===== src/sv/vcsl_pkg.sv =====
// ----------------------------------------------------------------------------
// Velocity command scale and lag - package
// Field widths, register indexes and transaction kind codes.
// ----------------------------------------------------------------------------
package vcsl_pkg;

    localparam int unsigned VEL_W       = 16;
    localparam int unsigned GAIN_W      = 16;
    localparam int unsigned LAG_W       = 21;
    localparam int unsigned DT_W        = 20;
    localparam int unsigned APP_W       = 24;
    localparam int unsigned APP_FRAC    = 8;
    localparam int unsigned SCALE_SHIFT = 14;

    localparam int unsigned ALPHA_FRAC_BITS_DEF = 16;

    localparam int unsigned CFG_IDX_W  = 3;
    localparam int unsigned CFG_DATA_W = 21;

    localparam int unsigned IN_TDATA_W  = 72;
    localparam int unsigned OUT_TDATA_W = 48;

    localparam logic [CFG_IDX_W-1:0] REG_FORWARD_GAIN      = 3'd0;
    localparam logic [CFG_IDX_W-1:0] REG_LATERAL_GAIN_POS  = 3'd1;
    localparam logic [CFG_IDX_W-1:0] REG_LATERAL_GAIN_NEG  = 3'd2;
    localparam logic [CFG_IDX_W-1:0] REG_ANGULAR_GAIN      = 3'd3;
    localparam logic [CFG_IDX_W-1:0] REG_LATERAL_LAG       = 3'd4;
    localparam logic [CFG_IDX_W-1:0] REG_ANGULAR_LAG       = 3'd5;

    localparam logic [GAIN_W-1:0] GAIN_RESET = 16'd16384;

    localparam logic ACTION_COMMAND = 1'b0;
    localparam logic ACTION_TICK    = 1'b1;

endpackage


===== src/sv/velocity_command_scale_and_lag_core.sv =====
// ----------------------------------------------------------------------------
// Velocity command scale and lag - core
// Scales chassis velocity commands and runs a first-order lag per axis.
// ----------------------------------------------------------------------------
// Command transaction: busy for three multiply and write-back pairs, no result.
// Tick transaction: per axis, lag start, F+1 radix-2 alpha divider steps with F =
// ALPHA_FRAC_BITS = 16, multiply and write-back; a zero lag time jumps to the target.
// The result register loads in the last busy cycle and holds until taken downstream.
// Reset is synchronous, active low: gains return to 1.0, lags to zero, targets and
// lag state to zero, and the result register empties.
module velocity_command_scale_and_lag_core #(
    parameter int unsigned ALPHA_FRAC_BITS = vcsl_pkg::ALPHA_FRAC_BITS_DEF
) (
    input  logic                                i_clk,
    input  logic                                i_rst_n,
    // Configuration write port
    input  logic                                i_cfg_we,
    input  logic [vcsl_pkg::CFG_IDX_W-1:0]      i_cfg_idx,
    input  logic [vcsl_pkg::CFG_DATA_W-1:0]     i_cfg_wdata,
    // Input stream
    input  logic                                s_axis_tvalid,
    output logic                                s_axis_tready,
    // tdata, lowest bit up: cmd_forward[15:0], cmd_lateral[31:16],
    // cmd_angular[47:32], elapsed_us[67:48], zero padding[71:68]
    input  logic [vcsl_pkg::IN_TDATA_W-1:0]     s_axis_tdata,
    // tuser: action (0 = command, 1 = tick)
    input  logic                                s_axis_tuser,
    // Output stream
    output logic                                m_axis_tvalid,
    input  logic                                m_axis_tready,
    // tdata, lowest bit up: out_forward[15:0], out_lateral[31:16], out_angular[47:32]
    output logic [vcsl_pkg::OUT_TDATA_W-1:0]    m_axis_tdata
);

    // ------------------------------------------------------------------------
    // Derived sizes
    // ------------------------------------------------------------------------
    localparam int unsigned VW     = vcsl_pkg::VEL_W;
    localparam int unsigned GW     = vcsl_pkg::GAIN_W;
    localparam int unsigned LW     = vcsl_pkg::LAG_W;
    localparam int unsigned DW     = vcsl_pkg::DT_W;
    localparam int unsigned AW     = vcsl_pkg::APP_W;
    localparam int unsigned F      = ALPHA_FRAC_BITS;
    localparam int unsigned QW     = F + 1;            // alpha can reach exactly 1.0
    localparam int unsigned DEN_W  = LW + 1;           // tau + dt
    localparam int unsigned REM_W  = DEN_W + 1;        // partial remainder after shift
    localparam int unsigned NUM_W  = DW + F + 1;       // dt * 2^F + den / 2
    localparam int unsigned OPA_W  = AW + 2;           // signed difference to target
    localparam int unsigned OPB_W  = (QW + 1 > GW + 1) ? QW + 1 : GW + 1;
    localparam int unsigned PROD_W = OPA_W + OPB_W;
    localparam int unsigned CNT_W  = $clog2(F + 1);

    localparam logic [CNT_W-1:0] SCALE_LAST = CNT_W'(2);
    localparam logic [CNT_W-1:0] DIV_LAST   = CNT_W'(F);

    localparam logic signed [PROD_W-1:0] SCALE_HALF = 1 <<< (vcsl_pkg::SCALE_SHIFT - 1);
    localparam logic signed [PROD_W-1:0] LAG_HALF   = 1 <<< (F - 1);
    localparam logic signed [PROD_W-1:0] VEL_MAX_P  = 32767;
    localparam logic signed [PROD_W-1:0] VEL_MIN_P  = -32768;
    localparam logic signed [PROD_W-1:0] APP_MAX_P  = 8388607;
    localparam logic signed [PROD_W-1:0] APP_MIN_P  = -8388608;

    // ------------------------------------------------------------------------
    // Sequencer states
    // ------------------------------------------------------------------------
    localparam logic [3:0] S_IDLE      = 4'd0;
    localparam logic [3:0] S_SCALE_MUL = 4'd1;
    localparam logic [3:0] S_SCALE_WB  = 4'd2;
    localparam logic [3:0] S_LAG_START = 4'd3;
    localparam logic [3:0] S_DIV_INIT  = 4'd4;
    localparam logic [3:0] S_DIV       = 4'd5;
    localparam logic [3:0] S_LAG_MUL   = 4'd6;
    localparam logic [3:0] S_LAG_WB    = 4'd7;
    localparam logic [3:0] S_OUT       = 4'd8;

    // Rounds a lag state (velocity * 256) to whole velocity units, half up,
    // saturating at the top. The bottom cannot overflow.
    function automatic logic signed [VW-1:0] round_out(input logic signed [AW-1:0] a);
        logic signed [AW:0] t;
        t = (AW + 1)'(a) + 25'sd128;
        t = t >>> vcsl_pkg::APP_FRAC;
        if (t > 25'sd32767) begin
            return 16'sh7FFF;
        end
        return t[VW-1:0];
    endfunction

    // ------------------------------------------------------------------------
    // Registers
    // ------------------------------------------------------------------------
    // Configuration
    logic [GW-1:0]              r_gain_fwd;
    logic [GW-1:0]              r_gain_lat_pos;
    logic [GW-1:0]              r_gain_lat_neg;
    logic [GW-1:0]              r_gain_ang;
    logic [LW-1:0]              r_lag_lat;
    logic [LW-1:0]              r_lag_ang;

    // Architectural state
    logic signed [VW-1:0]       r_tgt_fwd;
    logic signed [VW-1:0]       r_tgt_lat;
    logic signed [VW-1:0]       r_tgt_ang;
    logic signed [AW-1:0]       r_app_lat;
    logic signed [AW-1:0]       r_app_ang;

    // Sequencer
    logic [3:0]                 r_state;
    logic [CNT_W-1:0]           r_cnt;
    logic                       r_chan;        // 0 = lateral, 1 = angular

    // Working registers of the shared unit
    logic signed [VW-1:0]       r_cmd_fwd;
    logic signed [VW-1:0]       r_cmd_lat;
    logic signed [VW-1:0]       r_cmd_ang;
    logic [DW-1:0]              r_dt;
    logic [DEN_W-1:0]           r_den;
    logic [DEN_W-1:0]           r_rem;
    logic [QW-1:0]              r_num;
    logic [QW-1:0]              r_q;
    logic signed [OPA_W-1:0]    r_diff;
    logic signed [PROD_W-1:0]   r_prod;

    // Result register
    logic                       r_out_valid;
    logic [vcsl_pkg::OUT_TDATA_W-1:0] r_out_data;

    // ------------------------------------------------------------------------
    // Handshake
    // ------------------------------------------------------------------------
    logic w_in_fire;

    assign s_axis_tready = (r_state == S_IDLE);
    assign w_in_fire     = s_axis_tvalid && s_axis_tready;
    assign m_axis_tvalid = r_out_valid;
    assign m_axis_tdata  = r_out_data;

    // ------------------------------------------------------------------------
    // Per-axis selection for the lag sequence
    // ------------------------------------------------------------------------
    logic [LW-1:0]           w_tau;
    logic signed [VW-1:0]    w_tgt;
    logic signed [AW-1:0]    w_app;
    logic signed [AW-1:0]    w_goal;
    logic signed [OPA_W-1:0] w_diff;

    assign w_tau  = r_chan ? r_lag_ang : r_lag_lat;
    assign w_tgt  = r_chan ? r_tgt_ang : r_tgt_lat;
    assign w_app  = r_chan ? r_app_ang : r_app_lat;
    assign w_goal = {w_tgt, 8'h00};
    assign w_diff = OPA_W'(w_goal) - OPA_W'(w_app);

    // ------------------------------------------------------------------------
    // Shared multiplier. During scaling it takes a command and its gain; during
    // the lag step it takes the distance to the target and alpha.
    // ------------------------------------------------------------------------
    logic signed [VW-1:0]     w_cmd_sel;
    logic [GW-1:0]            w_gain_sel;
    logic signed [OPA_W-1:0]  w_mul_a;
    logic signed [OPB_W-1:0]  w_mul_b;
    logic signed [PROD_W-1:0] w_prod;

    always_comb begin
        case (r_cnt)
            CNT_W'(0): begin
                w_cmd_sel  = r_cmd_fwd;
                w_gain_sel = r_gain_fwd;
            end
            CNT_W'(1): begin
                w_cmd_sel  = r_cmd_lat;
                // Negative lateral commands use their own gain.
                w_gain_sel = r_cmd_lat[VW-1] ? r_gain_lat_neg : r_gain_lat_pos;
            end
            default: begin
                w_cmd_sel  = r_cmd_ang;
                w_gain_sel = r_gain_ang;
            end
        endcase
    end

    assign w_mul_a = (r_state == S_SCALE_MUL) ? OPA_W'(w_cmd_sel) : r_diff;
    assign w_mul_b = (r_state == S_SCALE_MUL) ? $signed(OPB_W'(w_gain_sel))
                                              : $signed(OPB_W'(r_q));
    assign w_prod  = w_mul_a * w_mul_b;

    // ------------------------------------------------------------------------
    // Post-multiply rounding and saturation
    // ------------------------------------------------------------------------
    logic signed [PROD_W-1:0] w_scl_sh;
    logic signed [VW-1:0]     w_scl;
    logic signed [PROD_W-1:0] w_lag_sh;
    logic signed [PROD_W-1:0] w_lag_sum;
    logic signed [AW-1:0]     w_lag;

    always_comb begin
        w_scl_sh = (r_prod + SCALE_HALF) >>> vcsl_pkg::SCALE_SHIFT;
        if (w_scl_sh > VEL_MAX_P) begin
            w_scl = 16'sh7FFF;
        end else if (w_scl_sh < VEL_MIN_P) begin
            w_scl = -16'sh8000;
        end else begin
            w_scl = w_scl_sh[VW-1:0];
        end

        w_lag_sh  = (r_prod + LAG_HALF) >>> F;
        w_lag_sum = w_lag_sh + PROD_W'(w_app);
        if (w_lag_sum > APP_MAX_P) begin
            w_lag = 24'sh7FFFFF;
        end else if (w_lag_sum < APP_MIN_P) begin
            w_lag = -24'sh800000;
        end else begin
            w_lag = w_lag_sum[AW-1:0];
        end
    end

    // ------------------------------------------------------------------------
    // Alpha divider, one quotient bit per cycle. The numerator is
    // dt * 2^F + den / 2; alpha never exceeds 2^F, so its bits above the
    // lowest F+1 are already smaller than den and seed the remainder.
    // ------------------------------------------------------------------------
    logic [NUM_W-1:0] w_num;
    logic [REM_W-1:0] w_trial;
    logic [REM_W-1:0] w_sub;
    logic             w_ge;

    assign w_num   = (NUM_W'(r_dt) << F) + NUM_W'(r_den >> 1);
    assign w_trial = {r_rem, r_num[QW-1]};
    assign w_sub   = w_trial - REM_W'(r_den);
    assign w_ge    = (w_trial >= REM_W'(r_den));

    // ------------------------------------------------------------------------
    // Control, configuration and architectural state
    // ------------------------------------------------------------------------
    always_ff @(posedge i_clk) begin
        if (!i_rst_n) begin
            r_gain_fwd     <= vcsl_pkg::GAIN_RESET;
            r_gain_lat_pos <= vcsl_pkg::GAIN_RESET;
            r_gain_lat_neg <= vcsl_pkg::GAIN_RESET;
            r_gain_ang     <= vcsl_pkg::GAIN_RESET;
            r_lag_lat      <= '0;
            r_lag_ang      <= '0;
            r_tgt_fwd      <= '0;
            r_tgt_lat      <= '0;
            r_tgt_ang      <= '0;
            r_app_lat      <= '0;
            r_app_ang      <= '0;
            r_state        <= S_IDLE;
            r_cnt          <= '0;
            r_chan         <= 1'b0;
            r_out_valid    <= 1'b0;
        end else begin
            // The user must write configuration only while the core is idle; the core does not enforce it.
            if (i_cfg_we) begin
                unique case (i_cfg_idx)
                    vcsl_pkg::REG_FORWARD_GAIN:     r_gain_fwd     <= i_cfg_wdata[GW-1:0];
                    vcsl_pkg::REG_LATERAL_GAIN_POS: r_gain_lat_pos <= i_cfg_wdata[GW-1:0];
                    vcsl_pkg::REG_LATERAL_GAIN_NEG: r_gain_lat_neg <= i_cfg_wdata[GW-1:0];
                    vcsl_pkg::REG_ANGULAR_GAIN:     r_gain_ang     <= i_cfg_wdata[GW-1:0];
                    vcsl_pkg::REG_LATERAL_LAG:      r_lag_lat      <= i_cfg_wdata[LW-1:0];
                    vcsl_pkg::REG_ANGULAR_LAG:      r_lag_ang      <= i_cfg_wdata[LW-1:0];
                    default: begin
                    end
                endcase
            end

            // A taken result empties the output register; a new load below wins.
            if (r_out_valid && m_axis_tready) begin
                r_out_valid <= 1'b0;
            end

            unique case (r_state)
                S_IDLE: begin
                    if (w_in_fire) begin
                        r_cnt  <= '0;
                        r_chan <= 1'b0;
                        if (s_axis_tuser == vcsl_pkg::ACTION_TICK) begin
                            r_state <= S_LAG_START;
                        end else begin
                            r_state <= S_SCALE_MUL;
                        end
                    end
                end

                S_SCALE_MUL: begin
                    r_state <= S_SCALE_WB;
                end

                S_SCALE_WB: begin
                    case (r_cnt)
                        CNT_W'(0): r_tgt_fwd <= w_scl;
                        CNT_W'(1): r_tgt_lat <= w_scl;
                        default:   r_tgt_ang <= w_scl;
                    endcase
                    if (r_cnt == SCALE_LAST) begin
                        r_state <= S_IDLE;
                    end else begin
                        r_cnt   <= r_cnt + 1'b1;
                        r_state <= S_SCALE_MUL;
                    end
                end

                S_LAG_START: begin
                    if (w_tau == '0) begin
                        // No lag on this axis: jump straight to the target.
                        if (r_chan) begin
                            r_app_ang <= w_goal;
                            r_state   <= S_OUT;
                        end else begin
                            r_app_lat <= w_goal;
                            r_chan    <= 1'b1;
                        end
                    end else begin
                        r_state <= S_DIV_INIT;
                    end
                end

                S_DIV_INIT: begin
                    r_cnt   <= '0;
                    r_state <= S_DIV;
                end

                S_DIV: begin
                    if (r_cnt == DIV_LAST) begin
                        r_state <= S_LAG_MUL;
                    end else begin
                        r_cnt <= r_cnt + 1'b1;
                    end
                end

                S_LAG_MUL: begin
                    r_state <= S_LAG_WB;
                end

                S_LAG_WB: begin
                    if (r_chan) begin
                        r_app_ang <= w_lag;
                        r_state   <= S_OUT;
                    end else begin
                        r_app_lat <= w_lag;
                        r_chan    <= 1'b1;
                        r_state   <= S_LAG_START;
                    end
                end

                S_OUT: begin
                    // Wait here only while an older result is still unclaimed.
                    if (!r_out_valid || m_axis_tready) begin
                        r_out_valid <= 1'b1;
                        r_state     <= S_IDLE;
                    end
                end

                default: begin
                    r_state <= S_IDLE;
                end
            endcase
        end
    end

    // ------------------------------------------------------------------------
    // Datapath registers, no reset needed
    // ------------------------------------------------------------------------
    always_ff @(posedge i_clk) begin
        if (w_in_fire) begin
            r_cmd_fwd <= s_axis_tdata[15:0];
            r_cmd_lat <= s_axis_tdata[31:16];
            r_cmd_ang <= s_axis_tdata[47:32];
            r_dt      <= s_axis_tdata[67:48];
        end

        if (r_state == S_SCALE_MUL || r_state == S_LAG_MUL) begin
            r_prod <= w_prod;
        end

        if (r_state == S_LAG_START) begin
            r_den  <= DEN_W'(w_tau) + DEN_W'(r_dt);
            r_diff <= w_diff;
        end

        if (r_state == S_DIV_INIT) begin
            r_rem <= DEN_W'(w_num[NUM_W-1:QW]);
            r_num <= w_num[QW-1:0];
            r_q   <= '0;
        end

        if (r_state == S_DIV) begin
            r_rem <= w_ge ? w_sub[DEN_W-1:0] : w_trial[DEN_W-1:0];
            r_num <= r_num << 1;
            r_q   <= {r_q[QW-2:0], w_ge};
        end

        if (r_state == S_OUT && (!r_out_valid || m_axis_tready)) begin
            r_out_data <= {round_out(r_app_ang), round_out(r_app_lat), r_tgt_fwd};
        end
    end

endmodule


===== config.mk =====
export PLATFORM = sky130hd
export DESIGN_NAME = velocity_command_scale_and_lag_core
export DESIGN_NICKNAME = d
export VERILOG_FILES = /design/src/sv/vcsl_pkg.sv /design/src/sv/velocity_command_scale_and_lag_core.sv
export SDC_FILE = /design/constraint.sdc
export NUM_CORES = 2
export LEC_CHECK = 0
export BUFFER_PORTS_ARGS = -buffer_cell sky130_fd_sc_hd__clkbuf_2
export CAP_MARGIN = 15
export CELL_PAD_IN_SITES_DETAIL_PLACEMENT = 1
export CELL_PAD_IN_SITES_GLOBAL_PLACEMENT = 1
export CORE_UTILIZATION = 35
export CTS_CLUSTER_SIZE = 30
export DETAILED_ROUTE_END_ITERATION = 6
export PLACE_DENSITY = 0.65
export REMOVE_ABC_BUFFERS = 1
export SLEW_MARGIN = 15
export SYNTH_ARGS = -nofsm -noshare
export SYNTH_HDL_FRONTEND = slang
export SYNTH_SLANG_ARGS = --single-unit

===== constraint.sdc =====
create_clock -name i_clk -period 10.65 [get_ports i_clk]
set_input_delay 2.13 -clock i_clk [delete_from_list [all_inputs] [get_ports i_clk]]
set_output_delay 2.13 -clock i_clk [all_outputs]
set_load 0.02 [all_outputs]

After elaboration in Yosys (flattened, before gate mapping)
Index checks and enable logic that the tools add are counted.
Widths: inputs -> output; s select.
- equal/unequal tests: 27
- reduce and logical (&&, ||, !) cells: 29
- add/sub/neg operators: 10
- mux-type cells: 54
- $lt $le $gt $ge: 7
- multiply operators: 1
- bitwise gates (word level): 1
- operators by type and width (operator ; count):
    $mux 24 ; 9
    $mux 16 ; 8
    $pmux 24 s2 ; 2
    $mux 17 ; 5
    $mux 22 ; 3
    $pmux 16 s2 ; 2
    $add 24x9->25 const B ; 2
    $add 44x15->44 const B ; 1
    $add 44x17->44 const B ; 1
    $mul 26x18->44 ; 1
    $add 36x21->37 ; 1
    $pmux 4 s9 ; 1
    $gt 17x16->1 const B ; 2
    $gt 30x16->1 const B ; 1
    $lt 30x16->1 const B ; 1
    $add 28x24->29 ; 1
    $gt 29x24->1 const B ; 1
    $lt 29x24->1 const B ; 1
    $mux 26 ; 1
    $sub 24x24->25 ; 1
    $mux 4 ; 6
    $ge 23x22->1 ; 1
    $add 21x20->22 ; 1
    $sub 22x22->22 ; 1
    other kinds (35) ; 75
- input port bits: 102
- output and inout port bits: 50
- logic and storage cells: 156
- register bits after elaboration: 477

Logic depth before layout (Yosys ltp)
- depth in word-level cells: 7
- mapped depth: 35
- mapped depth without buffers: 31

Least setup slack after synthesis
No wires, ideal clock.
- path kind: reg2reg
- start point: register r_cnt[1]
- end point: register r_prod[43], data pin
- buffers on the path: 4
- data required time: 10.390 ns
- clock period less this slack: 8.110 ns
- library setup time: 0.260 ns
- data arrival time: 7.850 ns
- stages on the path, launching flop included: 33
- path slack: 2.540 ns
- cells stage by stage: dfxtp_1 inv_1 ha_1 and2_1 clkbuf_1 nor2_1 clkbuf_1 nand2_1 nand2_1 clkbuf_1 clkbuf_1 o21ai_1 nor2_1 fa_1 inv_1 fa_1 inv_1 fa_1 fa_1 fa_1 inv_1 fa_1 inv_1 ha_1 a21o_1 a21o_1 a211oi_1 o211ai_1 a21oi_1 o31ai_1 a21oi_1 o21bai_1 xnor2_1
- cells in the longest elaborated chain, start to end: 4
- elaborated cells between the ends (all ways): 7
- classes of those cells: 1 x mul; 1 x eq/ne; 4 x mux; 1 x reduce/logical
- RTL lines (what ; RTL line ; source):
    start: declaration ; velocity_command_scale_and_lag_core.sv:108 ; logic [CNT_W-1:0] r_cnt;
    start signal: assignment ; velocity_command_scale_and_lag_core.sv:296 ; r_cnt <= r_cnt + 1'b1;
    start signal: assignment ; velocity_command_scale_and_lag_core.sv:325 ; r_cnt <= r_cnt + 1'b1;
    $eq 5x1->1 or $logic_not 5->1 (tied branches) ; velocity_command_scale_and_lag_core.sv:163 ; case (r_cnt)
    $pmux 16 s2 ; velocity_command_scale_and_lag_core.sv:163 ;
    $mux 26 or $mux 17 (tied branches) ; velocity_command_scale_and_lag_core.sv:180, velocity_command_scale_and_lag_core.sv:181 ;
    $mul 26x18->44 (*) ; velocity_command_scale_and_lag_core.sv:183 ; assign w_prod = w_mul_a * w_mul_b;
    named net w_prod[43] ; velocity_command_scale_and_lag_core.sv:160 ; logic signed [PROD_W-1:0] w_prod;
    end signal: assignment ; velocity_command_scale_and_lag_core.sv:371 ; r_prod <= w_prod;
    end: declaration ; velocity_command_scale_and_lag_core.sv:121 ; logic signed [PROD_W-1:0] r_prod;
Mark *: on every way through the listed nets, which the timed path passes. The rest lies on a longest branch.
A chain may end at the register's enable or synchronous reset.

Final worst setup path
Ends and elaborated chain as after synthesis.

==> impl_metrics.yaml <==
synth:
  syn_area_mm2: 0.03936
  synth_xor_area_frac: 0.04540
  synth_fa_ha_area_frac: 0.2789
  synth_top_family_by_area: "adder cells"
  synth_edf_count: 249
  muxShareOfSynthArea: 0.02944
  yosys_warnings: 0
  netlist.area_leader.share: 0.2147
  async_flop_share: 0
  synth_seq_cells: 463
  synth_commonest_cells: "578 x inv_1, 576 x nand2_1, 422 x fa_1, 378 x nor2_1, 283 x a21oi_1"
  synth_compound_area_frac: 0.1201
  yosysTopAreaCell: "fa_1"
  synthSimpleGateAreaFrac: 0.1527
  syn_inst: 4262
  yosys-top-cells-area: "fa_1 21%, edfxtp_1 19%, dfxtp_1 11%, ha_1 6.4%, inv_1 5.5%"
  synthMostInstantiatedCell: "inv_1"
  yosysUniqueCellTypes: 89
  synth_area_per_cell_um2: 9.234
  ys_seq_area_frac: 0.2988
  ys.flop_type: "edfxtp_1"
placed_design:
  place_hpwl_um: 99260
  io_buffer_count: 147
  place_inst: 5779
  globalplace.congestion: 0.8968
route:
  wire_per_inst_um: 21.49
  firstDrtPassIters: 5
  ant_nets: 0
  vias: 30790
  wl_um: 126300
  drtIter0Drc: 1846
  route.detailed.drc: 0
  vias_per_cell: 5.238
cells_and_area:
  fill_cells: 13040
  regArea_mm2: 0.01177
  syn2layout_area_growth_pct: 10.71
  multi_input_area_mm2: 0.02475
  final_cells: 5879
  nets: 5071
  layout-drive-gt1-share: 0.09752
sta:
  max_slew_margin: 0.2773
  setup_viol: 0
  period_share: 0.8517
  skew_ns: 0.05397
  finalMaxSlewViolations: 0
  rsz0062_at_grt: "false"
  max_freq_mhz: 110.3
  worstMarginPinSlew_ns: 1.084
  fin_crit_ns: 9.070
  hold_viol_final: 0
clocking:
  ctsRootBufferMaster: "clkbuf_16"
  cts_sinks: 463
  htreeDepth: 2
  post_cts_buffers: 0
  numCtsBuffers: 52
  clk_latency_ns: 0.63
  cts_tree: "done"
  cts_hold_buf: 0
  path_clk_slew_ns: 0.06
  ctsResizeCount: 0
  cts_buffer_depth: 3
critical_path:
  endpoint_kind: "flop"
  cp.arrival_ns: 9.39
  cp_num_buf_inv: 6
  worst_ep_required_time_ns: 10.97
  critPathSlowestCell: "fa_1"
  rrSetupSlack_ns: 1.58
  cpPeakStageDelay_ns: 0.58
  cp_max_fo: 17
  crit_top_cell: "fa_1"
  criticalPathCategory: "reg2reg"
  crit_family: "adder cells"
  startpoint_type: "flop"
status:
  status: "completed"
min_path:
  hold_path_class: "reg2reg"
floorplan:
  die_w_um: 337.3
  top_level_ports: 152
  initial_utilization: 0.3542
  die_h_um: 337.3
  die_area_mm2: 0.1138
  fp.coreArea_mm2: 0.1111
  rows: 122
global_route:
  grt_max_degree: 87
  grt_pass1_wl_um: 196300
  grt_use_total: 0.2243
  antenna_found_initial: 2
  gr-total-overflow: 0
  grt_pass1_vias: 32490
run:
  maxCapViolations: 0
==> registers in the layout, indices dropped and copies added, names as in the netlist, 20 cells and up <==
signal and count:
r_app_ang 24, r_app_lat 24, r_den 22, r_lag_ang 21, r_lag_lat 21, r_dt 20, r_prod 31, r_rem 22
m_axis_tdata 48, r_diff 25
==> cells in the final DEF, fill, tap and decap left out, types with 31 or more instances in the layout <==
cell type  count
inv_1        578
nand2_1      576
fa_1         422
nor2_1       374
a21oi_1      279
edfxtp_1     249
dfxtp_1      213
ha_1         202
clkbuf_2     146
o21ai_0      137
xnor2_1      117
nand3_1      114
xor2_1        87
buf_4         74
a21o_1        57
mux2i_1       55
mux2_2        54
and3_1        53
clkbuf_16     53
nor3_1        36
nand2b_1      33
and2_1        33
o21a_1        32
a22o_1        31
==> cell type report <==
| cell class | instances | share of cell area |
|---|---|---|
| diodes | 2 | 0.0001149 |
| clock buffers | 70 | 0.03351 |
| clock inverters | 28 | 0.006030 |
| inverters | 579 | 0.04991 |
| multi-input cells | 3028 | 0.5681 |
| flip-flops and latches | 463 | 0.2700 |
| well taps | 1488 | 0.04273 |
| repair buffers | 221 | 0.02963 |
==> stage by stage <==
stage                     utilization  TNS (ns)  cell area [um^2]  hold slack (ns)  setup WS, ns
after CTS                      0.3920         0             43570           0.4298         1.341
final                          0.3921         0             43570           0.4270         1.580
after global routing           0.3921         0             43570           0.4414        0.9524
after detailed placement       0.3765         0             41840           0.4147         1.463
after global placement         0.3765         0             41840           0.4088         1.591
after floorplan                     -    -25.74             38590           0.4030        -1.461
==> logic make-up after synthesis <==
group / count (synthesis)
AO/OA/AOI/OAI: 736
AND/OR/NAND/NOR: 1355
buffers and inverters: 771
flip-flops: 463
multiplexers: 109
adder cells (fa/ha/maj): 624
XOR/XNOR: 204
==> final timing paths <==
path / startpoint / endpoint / cells past startpoint
setup / recovery: r_cnt[1]$_SDFFE_PN0P_ / r_prod[43]$_DFFE_PP_ / 28
hold / removal: r_tgt_fwd[0]$_SDFFE_PN0P_ / m_axis_tdata[0]$_DFFE_PP_ / 0
setup reg to reg: r_cnt[1]$_SDFFE_PN0P_ / r_prod[43]$_DFFE_PP_ / 28
hold reg to reg: r_tgt_fwd[0]$_SDFFE_PN0P_ / m_axis_tdata[0]$_DFFE_PP_ / 0
==> routing by layer <==
| metal | vias to the layer above | routed length, um | global-route usage |
|---|---|---|---|
| met1 | 15720 | 58490 | 0.3129 |
| met5 | - | 12 | 0 |
| met3 | 162 | 5516 | 0.02501 |
| li1 | 14240 | - | - |
| met2 | 670 | 58580 | 0.3660 |
| met4 | 2 | 3726 | 0.06470 |
Power is not shown: default switching activity piles up to over one toggle a cycle in this logic, so the estimate is an artifact.
